**src/hw/rtl/tfnb_pkg.sv**
```systemverilog
// ---------------------------------------------------------------------------
// Triangle face normal and bounding box: shared package
// Payload types, controller states, and the command and status groups
// that join the controller to the datapath.
// ---------------------------------------------------------------------------
`default_nettype none

package tfnb_pkg;

    localparam int COORD_W  = 32;
    localparam int DIFF_W   = 33;
    localparam int PROD_W   = 66;
    localparam int CROSS_W  = 67;
    localparam int MAG_W    = 66;
    localparam int NORM_W   = 30;
    localparam int SUM_W    = 62;
    localparam int SUM2_W   = 66;
    localparam int QUO_W    = 15;
    localparam int NRM_OUT_W = 16;
    localparam int DVD_W    = 65;
    localparam int REM_W    = 66;
    localparam int STEP_W   = 7;
    localparam int RAD_W    = 64;
    localparam int ROOT_W   = 32;

    localparam logic [STEP_W-1:0] NORMAL_DIV_STEPS = STEP_W'(QUO_W);
    localparam logic [STEP_W-1:0] SCALE_DIV_STEPS  = STEP_W'(DVD_W);

    typedef struct packed {
        logic signed [31:0] ax;
        logic signed [31:0] ay;
        logic signed [31:0] az;
        logic signed [31:0] bx;
        logic signed [31:0] by_coord;
        logic signed [31:0] bz;
        logic signed [31:0] cx;
        logic signed [31:0] cy;
        logic signed [31:0] cz;
        logic               last_triangle;
    } in_item_t;

    typedef struct packed {
        logic signed [15:0] normal_x;
        logic signed [15:0] normal_y;
        logic signed [15:0] normal_z;
        logic signed [31:0] box_min_x;
        logic signed [31:0] box_min_y;
        logic signed [31:0] box_min_z;
        logic signed [31:0] box_max_x;
        logic signed [31:0] box_max_y;
        logic signed [31:0] box_max_z;
        logic        [31:0] mesh_scale;
        logic               end_of_mesh;
    } out_item_t;

    typedef enum logic [4:0] {
        ST_IDLE,
        ST_BOX,
        ST_CROSS,
        ST_CROSS_END,
        ST_MAG,
        ST_NORM,
        ST_SQ,
        ST_SQ_END,
        ST_SQRT_START,
        ST_SQRT_WAIT,
        ST_DIV_START,
        ST_DIV_WAIT,
        ST_SCL_CHK,
        ST_SCL_MUL,
        ST_SCL_END,
        ST_SCL_TEST,
        ST_SCL_DIV,
        ST_SCL_DIV_WAIT,
        ST_SCL_SQRT,
        ST_SCL_SQRT_WAIT,
        ST_FINISH
    } ctrl_state_t;

    typedef enum logic [3:0] {
        MUL_NONE,
        MUL_U1V2,
        MUL_U2V1,
        MUL_U2V0,
        MUL_U0V2,
        MUL_U0V1,
        MUL_U1V0,
        MUL_M0,
        MUL_M1,
        MUL_M2,
        MUL_D0,
        MUL_D1,
        MUL_D2
    } mul_sel_t;

    typedef enum logic {
        SQRT_SUM,
        SQRT_QUOT
    } sqrt_src_t;

    typedef enum logic {
        DIV_NORMAL,
        DIV_SCALE
    } div_mode_t;

    typedef struct packed {
        logic      load;
        logic      box_en;
        logic [1:0] box_sel;
        mul_sel_t  mul_sel;
        logic      mag_load;
        logic      norm_step;
        logic      sqrt_start;
        sqrt_src_t sqrt_src;
        logic      div_start;
        div_mode_t div_mode;
        logic [1:0] div_idx;
        logic      q_store;
        logic      out_load;
    } ctrl_cmd_t;

    typedef struct packed {
        logic last;
        logic use_fixed;
        logic norm_zero;
        logic norm_ok;
        logic s2_small;
        logic div_done;
        logic sqrt_done;
        logic out_free;
    } dp_status_t;

endpackage

`default_nettype wire

```
**src/hw/rtl/tfnb_ctrl.sv**
```systemverilog
// ---------------------------------------------------------------------------
// Triangle face normal and bounding box: controller
// Sequences box update, cross product, normalization, square roots and
// divisions for one triangle at a time.
// ---------------------------------------------------------------------------
`default_nettype none

module tfnb_ctrl (
    input  wire logic                 clk,
    input  wire logic                 rst_n,
    input  wire logic                 in_valid,
    output logic                      in_ready,
    input  wire tfnb_pkg::dp_status_t status,
    output tfnb_pkg::ctrl_cmd_t       cmd
);

    tfnb_pkg::ctrl_state_t state_reg, state_next;
    logic [2:0]            cnt_reg, cnt_next;

    always_ff @(posedge clk or negedge rst_n)
    begin
        if (!rst_n)
        begin
            state_reg <= tfnb_pkg::ST_IDLE;
            cnt_reg   <= '0;
        end
        else
        begin
            state_reg <= state_next;
            cnt_reg   <= cnt_next;
        end
    end

    always_comb
    begin
        state_next = state_reg;
        cnt_next   = cnt_reg;
        case (state_reg)
            tfnb_pkg::ST_IDLE:
                if (in_valid)
                begin
                    state_next = tfnb_pkg::ST_BOX;
                    cnt_next   = '0;
                end
            tfnb_pkg::ST_BOX:
                if (cnt_reg == 3'd2)
                begin
                    state_next = tfnb_pkg::ST_CROSS;
                    cnt_next   = '0;
                end
                else
                begin
                    cnt_next = cnt_reg + 3'd1;
                end
            tfnb_pkg::ST_CROSS:
                if (cnt_reg == 3'd5)
                begin
                    state_next = tfnb_pkg::ST_CROSS_END;
                end
                else
                begin
                    cnt_next = cnt_reg + 3'd1;
                end
            tfnb_pkg::ST_CROSS_END: state_next = tfnb_pkg::ST_MAG;
            tfnb_pkg::ST_MAG:       state_next = tfnb_pkg::ST_NORM;
            tfnb_pkg::ST_NORM:
                if (status.norm_zero)
                begin
                    state_next = tfnb_pkg::ST_SCL_CHK;
                end
                else if (status.norm_ok)
                begin
                    state_next = tfnb_pkg::ST_SQ;
                    cnt_next   = '0;
                end
            tfnb_pkg::ST_SQ:
                if (cnt_reg == 3'd2)
                begin
                    state_next = tfnb_pkg::ST_SQ_END;
                end
                else
                begin
                    cnt_next = cnt_reg + 3'd1;
                end
            tfnb_pkg::ST_SQ_END:     state_next = tfnb_pkg::ST_SQRT_START;
            tfnb_pkg::ST_SQRT_START: state_next = tfnb_pkg::ST_SQRT_WAIT;
            tfnb_pkg::ST_SQRT_WAIT:
                if (status.sqrt_done)
                begin
                    state_next = tfnb_pkg::ST_DIV_START;
                    cnt_next   = '0;
                end
            tfnb_pkg::ST_DIV_START: state_next = tfnb_pkg::ST_DIV_WAIT;
            tfnb_pkg::ST_DIV_WAIT:
                if (status.div_done)
                begin
                    if (cnt_reg == 3'd2)
                    begin
                        state_next = tfnb_pkg::ST_SCL_CHK;
                    end
                    else
                    begin
                        state_next = tfnb_pkg::ST_DIV_START;
                        cnt_next   = cnt_reg + 3'd1;
                    end
                end
            tfnb_pkg::ST_SCL_CHK:
                if (!status.last || status.use_fixed)
                begin
                    state_next = tfnb_pkg::ST_FINISH;
                end
                else
                begin
                    state_next = tfnb_pkg::ST_SCL_MUL;
                    cnt_next   = '0;
                end
            tfnb_pkg::ST_SCL_MUL:
                if (cnt_reg == 3'd2)
                begin
                    state_next = tfnb_pkg::ST_SCL_END;
                end
                else
                begin
                    cnt_next = cnt_reg + 3'd1;
                end
            tfnb_pkg::ST_SCL_END: state_next = tfnb_pkg::ST_SCL_TEST;
            tfnb_pkg::ST_SCL_TEST:
                state_next = status.s2_small ? tfnb_pkg::ST_FINISH : tfnb_pkg::ST_SCL_DIV;
            tfnb_pkg::ST_SCL_DIV: state_next = tfnb_pkg::ST_SCL_DIV_WAIT;
            tfnb_pkg::ST_SCL_DIV_WAIT:
                if (status.div_done)
                begin
                    state_next = tfnb_pkg::ST_SCL_SQRT;
                end
            tfnb_pkg::ST_SCL_SQRT: state_next = tfnb_pkg::ST_SCL_SQRT_WAIT;
            tfnb_pkg::ST_SCL_SQRT_WAIT:
                if (status.sqrt_done)
                begin
                    state_next = tfnb_pkg::ST_FINISH;
                end
            tfnb_pkg::ST_FINISH:
                if (status.out_free)
                begin
                    state_next = tfnb_pkg::ST_IDLE;
                end
            default: state_next = tfnb_pkg::ST_IDLE;
        endcase
    end

    always_comb
    begin
        cmd          = '0;
        cmd.mul_sel  = tfnb_pkg::MUL_NONE;
        cmd.sqrt_src = tfnb_pkg::SQRT_SUM;
        cmd.div_mode = tfnb_pkg::DIV_NORMAL;
        cmd.div_idx  = cnt_reg[1:0];
        cmd.box_sel  = cnt_reg[1:0];
        in_ready     = 1'b0;
        case (state_reg)
            tfnb_pkg::ST_IDLE:
            begin
                in_ready = 1'b1;
                cmd.load = in_valid;
            end
            tfnb_pkg::ST_BOX: cmd.box_en = 1'b1;
            tfnb_pkg::ST_CROSS:
                case (cnt_reg)
                    3'd0:    cmd.mul_sel = tfnb_pkg::MUL_U1V2;
                    3'd1:    cmd.mul_sel = tfnb_pkg::MUL_U2V1;
                    3'd2:    cmd.mul_sel = tfnb_pkg::MUL_U2V0;
                    3'd3:    cmd.mul_sel = tfnb_pkg::MUL_U0V2;
                    3'd4:    cmd.mul_sel = tfnb_pkg::MUL_U0V1;
                    default: cmd.mul_sel = tfnb_pkg::MUL_U1V0;
                endcase
            tfnb_pkg::ST_MAG: cmd.mag_load = 1'b1;
            tfnb_pkg::ST_NORM: cmd.norm_step = !status.norm_zero && !status.norm_ok;
            tfnb_pkg::ST_SQ:
                case (cnt_reg)
                    3'd0:    cmd.mul_sel = tfnb_pkg::MUL_M0;
                    3'd1:    cmd.mul_sel = tfnb_pkg::MUL_M1;
                    default: cmd.mul_sel = tfnb_pkg::MUL_M2;
                endcase
            tfnb_pkg::ST_SQRT_START: cmd.sqrt_start = 1'b1;
            tfnb_pkg::ST_DIV_START:  cmd.div_start = 1'b1;
            tfnb_pkg::ST_DIV_WAIT:   cmd.q_store = status.div_done;
            tfnb_pkg::ST_SCL_MUL:
                case (cnt_reg)
                    3'd0:    cmd.mul_sel = tfnb_pkg::MUL_D0;
                    3'd1:    cmd.mul_sel = tfnb_pkg::MUL_D1;
                    default: cmd.mul_sel = tfnb_pkg::MUL_D2;
                endcase
            tfnb_pkg::ST_SCL_DIV:
            begin
                cmd.div_start = 1'b1;
                cmd.div_mode  = tfnb_pkg::DIV_SCALE;
            end
            tfnb_pkg::ST_SCL_DIV_WAIT: cmd.div_mode = tfnb_pkg::DIV_SCALE;
            tfnb_pkg::ST_SCL_SQRT:
            begin
                cmd.sqrt_start = 1'b1;
                cmd.sqrt_src   = tfnb_pkg::SQRT_QUOT;
            end
            tfnb_pkg::ST_SCL_SQRT_WAIT: cmd.sqrt_src = tfnb_pkg::SQRT_QUOT;
            tfnb_pkg::ST_FINISH: cmd.out_load = status.out_free;
            default: ;
        endcase
    end

endmodule

`default_nettype wire

```
**config.mk**
```make
export PLATFORM = sky130hd
export DESIGN_NAME = tfnb_ctrl
export DESIGN_NICKNAME = d
export VERILOG_FILES = /design/src/hw/rtl/tfnb_pkg.sv /design/src/hw/rtl/tfnb_ctrl.sv
export SDC_FILE = /design/constraint.sdc
export NUM_CORES = 1
export LEC_CHECK = 0
export ABC_AREA = 1
export BUFFER_PORTS_ARGS = -buffer_cell sky130_fd_sc_hd__buf_2
export CAP_MARGIN = 5
export CORE_UTILIZATION = 35
export CTS_CLUSTER_DIAMETER = 100
export CTS_CLUSTER_SIZE = 40
export DETAILED_ROUTE_END_ITERATION = 10
export PLACE_DENSITY = 0.69
export SYNTH_ARGS = -nofsm -noshare
export SYNTH_HDL_FRONTEND = slang
export SYNTH_SLANG_ARGS = --single-unit
```
**constraint.sdc**
```tcl
create_clock -name clk -period 1.8 [get_ports clk]
set_input_delay 0.27 -clock clk [delete_from_list [all_inputs] [get_ports clk]]
set_output_delay 0.27 -clock clk [all_outputs]
set_load 0.01 [all_outputs]
```
**Word-level counts from Yosys, hierarchy flattened**

Index checks and enable logic that the tools add are counted.

- Flip-flop bits (word level): 8
- Output and inout bits: 19
- Logic and storage cells: 99

- Add/subtract/negate cells: 1
- Equal/unequal tests: 40
- Muxes and demuxes: 41
- Reductions and logical operators: 15

Operators by type and width:

| kind | number |
|---|---|
| 5-bit one-hot mux with 21 select lines | 1 |
| 5-bit two-way mux | 13 |
| 5-bit by 4-bit equality test with 1-bit output, second input constant | 8 |
| 3-bit two-way mux | 11 |
| 2-bit != test, second input constant | 14 |
| 5-bit equality test, second input constant | 5 |
| 3-bit one-hot mux with 8 select lines | 1 |
| 5-bit by 3-bit equality test with 1-bit output, second input constant | 4 |
| 3-bit one-hot mux with 5 select lines | 1 |
| 4-bit one-hot mux with 3 select lines | 1 |
| 1-bit two-way mux | 11 |
| 11-bit AND reduction | 1 |
| 5-bit by 2-bit equality test with 1-bit output, second input constant | 2 |
| 2-bit OR reduction | 5 |
| 4-bit one-hot mux with 2 select lines | 1 |
| 8-bit AND reduction | 1 |
| 8-bit nonzero test | 1 |
| 3-bit by 2-bit equality test with 1-bit output, second input constant | 2 |
| 3-bit equality test, second input constant | 2 |
| 3-bit one-hot mux with 2 select lines | 1 |
| 5-bit by 1-bit equality test with 1-bit output, second input constant | 1 |
| 5-bit zero test | 1 |
| 3-bit by 1-bit adder with 3-bit output, second input constant | 1 |
| 3-bit by 1-bit equality test with 1-bit output, second input constant | 1 |
| other kinds (5) | 7 |

**Logic depth before layout (Yosys ltp)**

- Word-level depth: 4
- Depth in mapped cells: 12

**Worst setup path after synthesis**

Ideal clock, no wire load.

- Kind: register to output
- From: reg state_reg[3]
- To: out cmd[7] (netlist name)
- Arrival time: 1.256 ns
- Required time: 1.530 ns
- Path slack: 0.274 ns
- Cell stages (with the launch flop): 6
- Path buffers: 0
- Cells stage by stage: dfrtp_1 > nor2_2 > inv_2 > nor2_1 > inv_1 > o21ai_0

RTL lines:

| element | line | text |
|---|---|---|
| start: declaration | tfnb_ctrl.sv:17 | `tfnb_pkg::ctrl_state_t state_reg, state_next;` |
| start signal: assignment | tfnb_ctrl.sv:24 | `state_reg <= tfnb_pkg::ST_IDLE;` |
| start signal: assignment | tfnb_ctrl.sv:29 | `state_reg <= state_next;` |
| end: declaration | tfnb_ctrl.sv:14 | `output tfnb_pkg::ctrl_cmd_t cmd` |

==> run_results.csv <==
group,metric,value,unit
grt,grt_pass1_wl,5330,um
timing,finalHoldViolCount,0,
floorplan,ios,30,
setup_path,critical_path_class,"reg -> out",
setup_path,critPathLaunch,"state_reg[0]",
clocking,path_clk_slew,0.05,ns
synthesis,synth_most_common_cell,"nand2_1",
grt,grt.total_usage,20.3,%
detailed_routing,vias,1444,
timing,finalMaxSlewViolations,0,
place,gp_congestion,1.02,
setup_path,cp-start-kind,"flip-flop",
clocking,cts_tree,"built",
timing,finalSetupViolCount,2,
floorplan,fp.dieH,58.8,um
timing,maxSlewHeadroom,80.8,%
setup_path,crit_fanout,4,
place,dpl_cell_area,1320,um^2
synthesis,syn_inst,200,
grt,grt_max_degree,10,
synthesis,synth_seq_cells,8,
timing,max_freq,0.551,GHz
cells_and_area,post_route_cells_drive_above_1_share,40.2,%
clocking,clk_path_buf_depth,2,
detailed_routing,drc,0,
setup_path,path_cells,"inv_4 -> nand2_4 -> nor2_4 -> nand2_4 -> inv_2 -> nand3_2 -> o211ai_1 -> buf_2",
grt,grt_pass1_vias,1276,
detailed_routing,viasPerCell,5.07,
synthesis,syn-cell-area,1130,um^2
place,portBuffers,29,
synthesis,syn_nets,215,
detailed_routing,dr.pass1.iters,4,
run_status,violations,"negative setup slack",
synthesis,yosysWarnings,0,
power,power_density,1680,nW/um^2
setup_path,crit_path_end_kind,"output port",
synthesis,synth_ff_type,"dfrtp_1",
synthesis,yosys.cell_types.count,26,
timing,fin_crit,1.81,ns
floorplan,num_rows,20,
synthesis,synth_top_cell_area_share,17.7,%
synthesis,synth_seq_area_share,17.7,%
timing,finalCritPeriodShare,101,%
timing,setup_slack,-0.0134,ns
clocking,cts-root-buf,"clkbuf_4",
clocking,cts_buffers,3,
clocking,clk-insertion-delay-late,0.24,ns
cells_and_area,synthToLayoutAreaGrowth,38.6,%
setup_path,worstPathArrival,1.54,ns
place,hpwl,2570,um
synthesis,synth_area_leader_cell,"dfrtp_1",
timing,rsz0062_at_grt,"true",
min_path,hold_path_class,"in -> async",
cells_and_area,fin_area,1560,um^2
grt,antenna_found_initial,0,
cells_and_area,largest_register_ff_count,5,
setup_path,slowest_delay,0.45,ns
setup_path,required,1.53,ns
setup_path,r2r_cells,11,
floorplan,core_area,3050,um^2
timing,setup_tns,-0.0141,ns
cells_and_area,n_antenna_cell,0,
synthesis,synth_area_leaders,"dfrtp_1 18%, nand2_1 17%, nor2_1 10%, inv_1 8.3%, nand3_1 7.1%",
setup_path,r2r_start,"state_reg[0]",
clocking,clock-sinks,8,
setup_path,slowest_stage,"dfrtp_2",
detailed_routing,wl,3570,um
detailed_routing,wl_per_cell,12.5,um
cells_and_area,fin_nets,258,
grt,gr-total-overflow,0,
floorplan,start_util,37.0,%
flow_run,cap_violations,0,
synthesis,synthTopCellsByCount,"51 x nand2_1, 30 x nor2_1, 25 x inv_1",
floorplan,die_w,58.8,um
detailed_routing,ant_nets,0,
timing,worstMarginPinSlew,0.287,ns
synthesis,synth_edf_count,0,
setup_path,path_common_cell,"nand2_4",
timing,fin_worst_skew,0.00296,ns
synthesis,async_flop_share,100,%
detailed_routing,drt_iter0_drc,82,
clocking,htree_num_levels,1,
synthesis,synth_area_per_cell,5.64,um^2
run_status,status,"complete, but fails checks",
power,ir_worst_vdd,0.614,mV
floorplan,die_area,3460,um^2
cells_and_area,final_core_util,51.2,%
power,total_leakage_power,0.898,nW
## cell type report
class / instances / area (um^2)
Inverter: 33 / 131
Clock buffer: 3 / 22.5
Sequential cell: 8 / 209
Fill cell: 314 / 1490
Timing Repair Buffer: 44 / 260
Multi-Input combinational cell: 153 / 886
Tap cell: 44 / 55.1
## kinds of logic after synthesis
kind of cell / synth area share, %
simple gates: 52.7
buf+inv: 14.7
compound gates: 9.64
flops: 17.7
fa+ha+maj: 4.43
xor+xnor: 0.776
## layout by cell type, fill, tap and decap left out, types with 2 or more instances in the layout
cell       n
inv_4      3
ha_4       3
nand3_1   15
nand2_4    4
nand4_1    5
nand2_1   48
dfrtp_2    7
clkbuf_4   3
inv_2      8
nand3_2    2
nor2_1    25
o22ai_1    2
buf_2     29
inv_1     21
buf_4     14
nor2_2     9
nor2_4     6
a21oi_1    4
nand2_2    5
o21ai_1    4
o21ai_0    5
nor3_1     6
o211ai_1   2
## final timing paths
path	endpoint	slack, ns
setup / recovery	cmd[11]	-0.01
hold / removal	state_reg[1]	0.39
setup reg to reg	cnt_reg[2]	0.15
hold reg to reg	state_reg[0]	0.58
max in group asynchronous	state_reg[3]	1.22
min in group clk	state_reg[3]	0.39
## timing repair
action / in CTS / in global routing
endpoints found under the hold margin: 8 / 0
gates cloned: 0 / 0
setup buffers: 2 / 7
pin swaps: 1 / 5
resized for setup: 16 / 27
setup endpoints to repair: 9 / 14
hold buffers: 1 / 0
## through the flow
step	total power [mW]	hold slack [ns]	std cells	worst slack (ns)
2_1_floorplan	1.62	-0.0256	200	0.274
4_1_cts	2.26	0.379	278	-0.0131
5_1_grt	2.86	0.392	285	-0.0974
3_5_place_dp	2.02	0.125	272	0.0950
3_3_place_gp	2.04	0.125	272	0.0751
6_report	2.63	0.390	285	-0.0134
## layer usage
layer | vias to the layer above | share of wire (%) | GRT usage, %
met3 | 16 | 5.9 | 1.32
met5 | - | 0 | 0
met1 | 637 | 43 | 26.4
met4 | 0 | 3.7 | 14.6
li1 | 721 | - | -
met2 | 70 | 47 | 31.7
## critical path: cells and delay by family (launching register included)
kind,cells,cell delay [ns]
AO/OA/AOI/OAI,1,0.09
buffers and inverters,3,0.33
flip-flops,1,0.45
AND/OR/NAND/NOR,4,0.43
## power breakdown
group	switching (mW)	leakage [nW]	internal, mW
combinational	1.28	0.789	0.781
clock	0.0537	0.0138	0.0758
sequential	0.174	0.0953	0.267
total	1.50	0.898	1.12
Note: power is estimated with default switching activity, not from simulation.
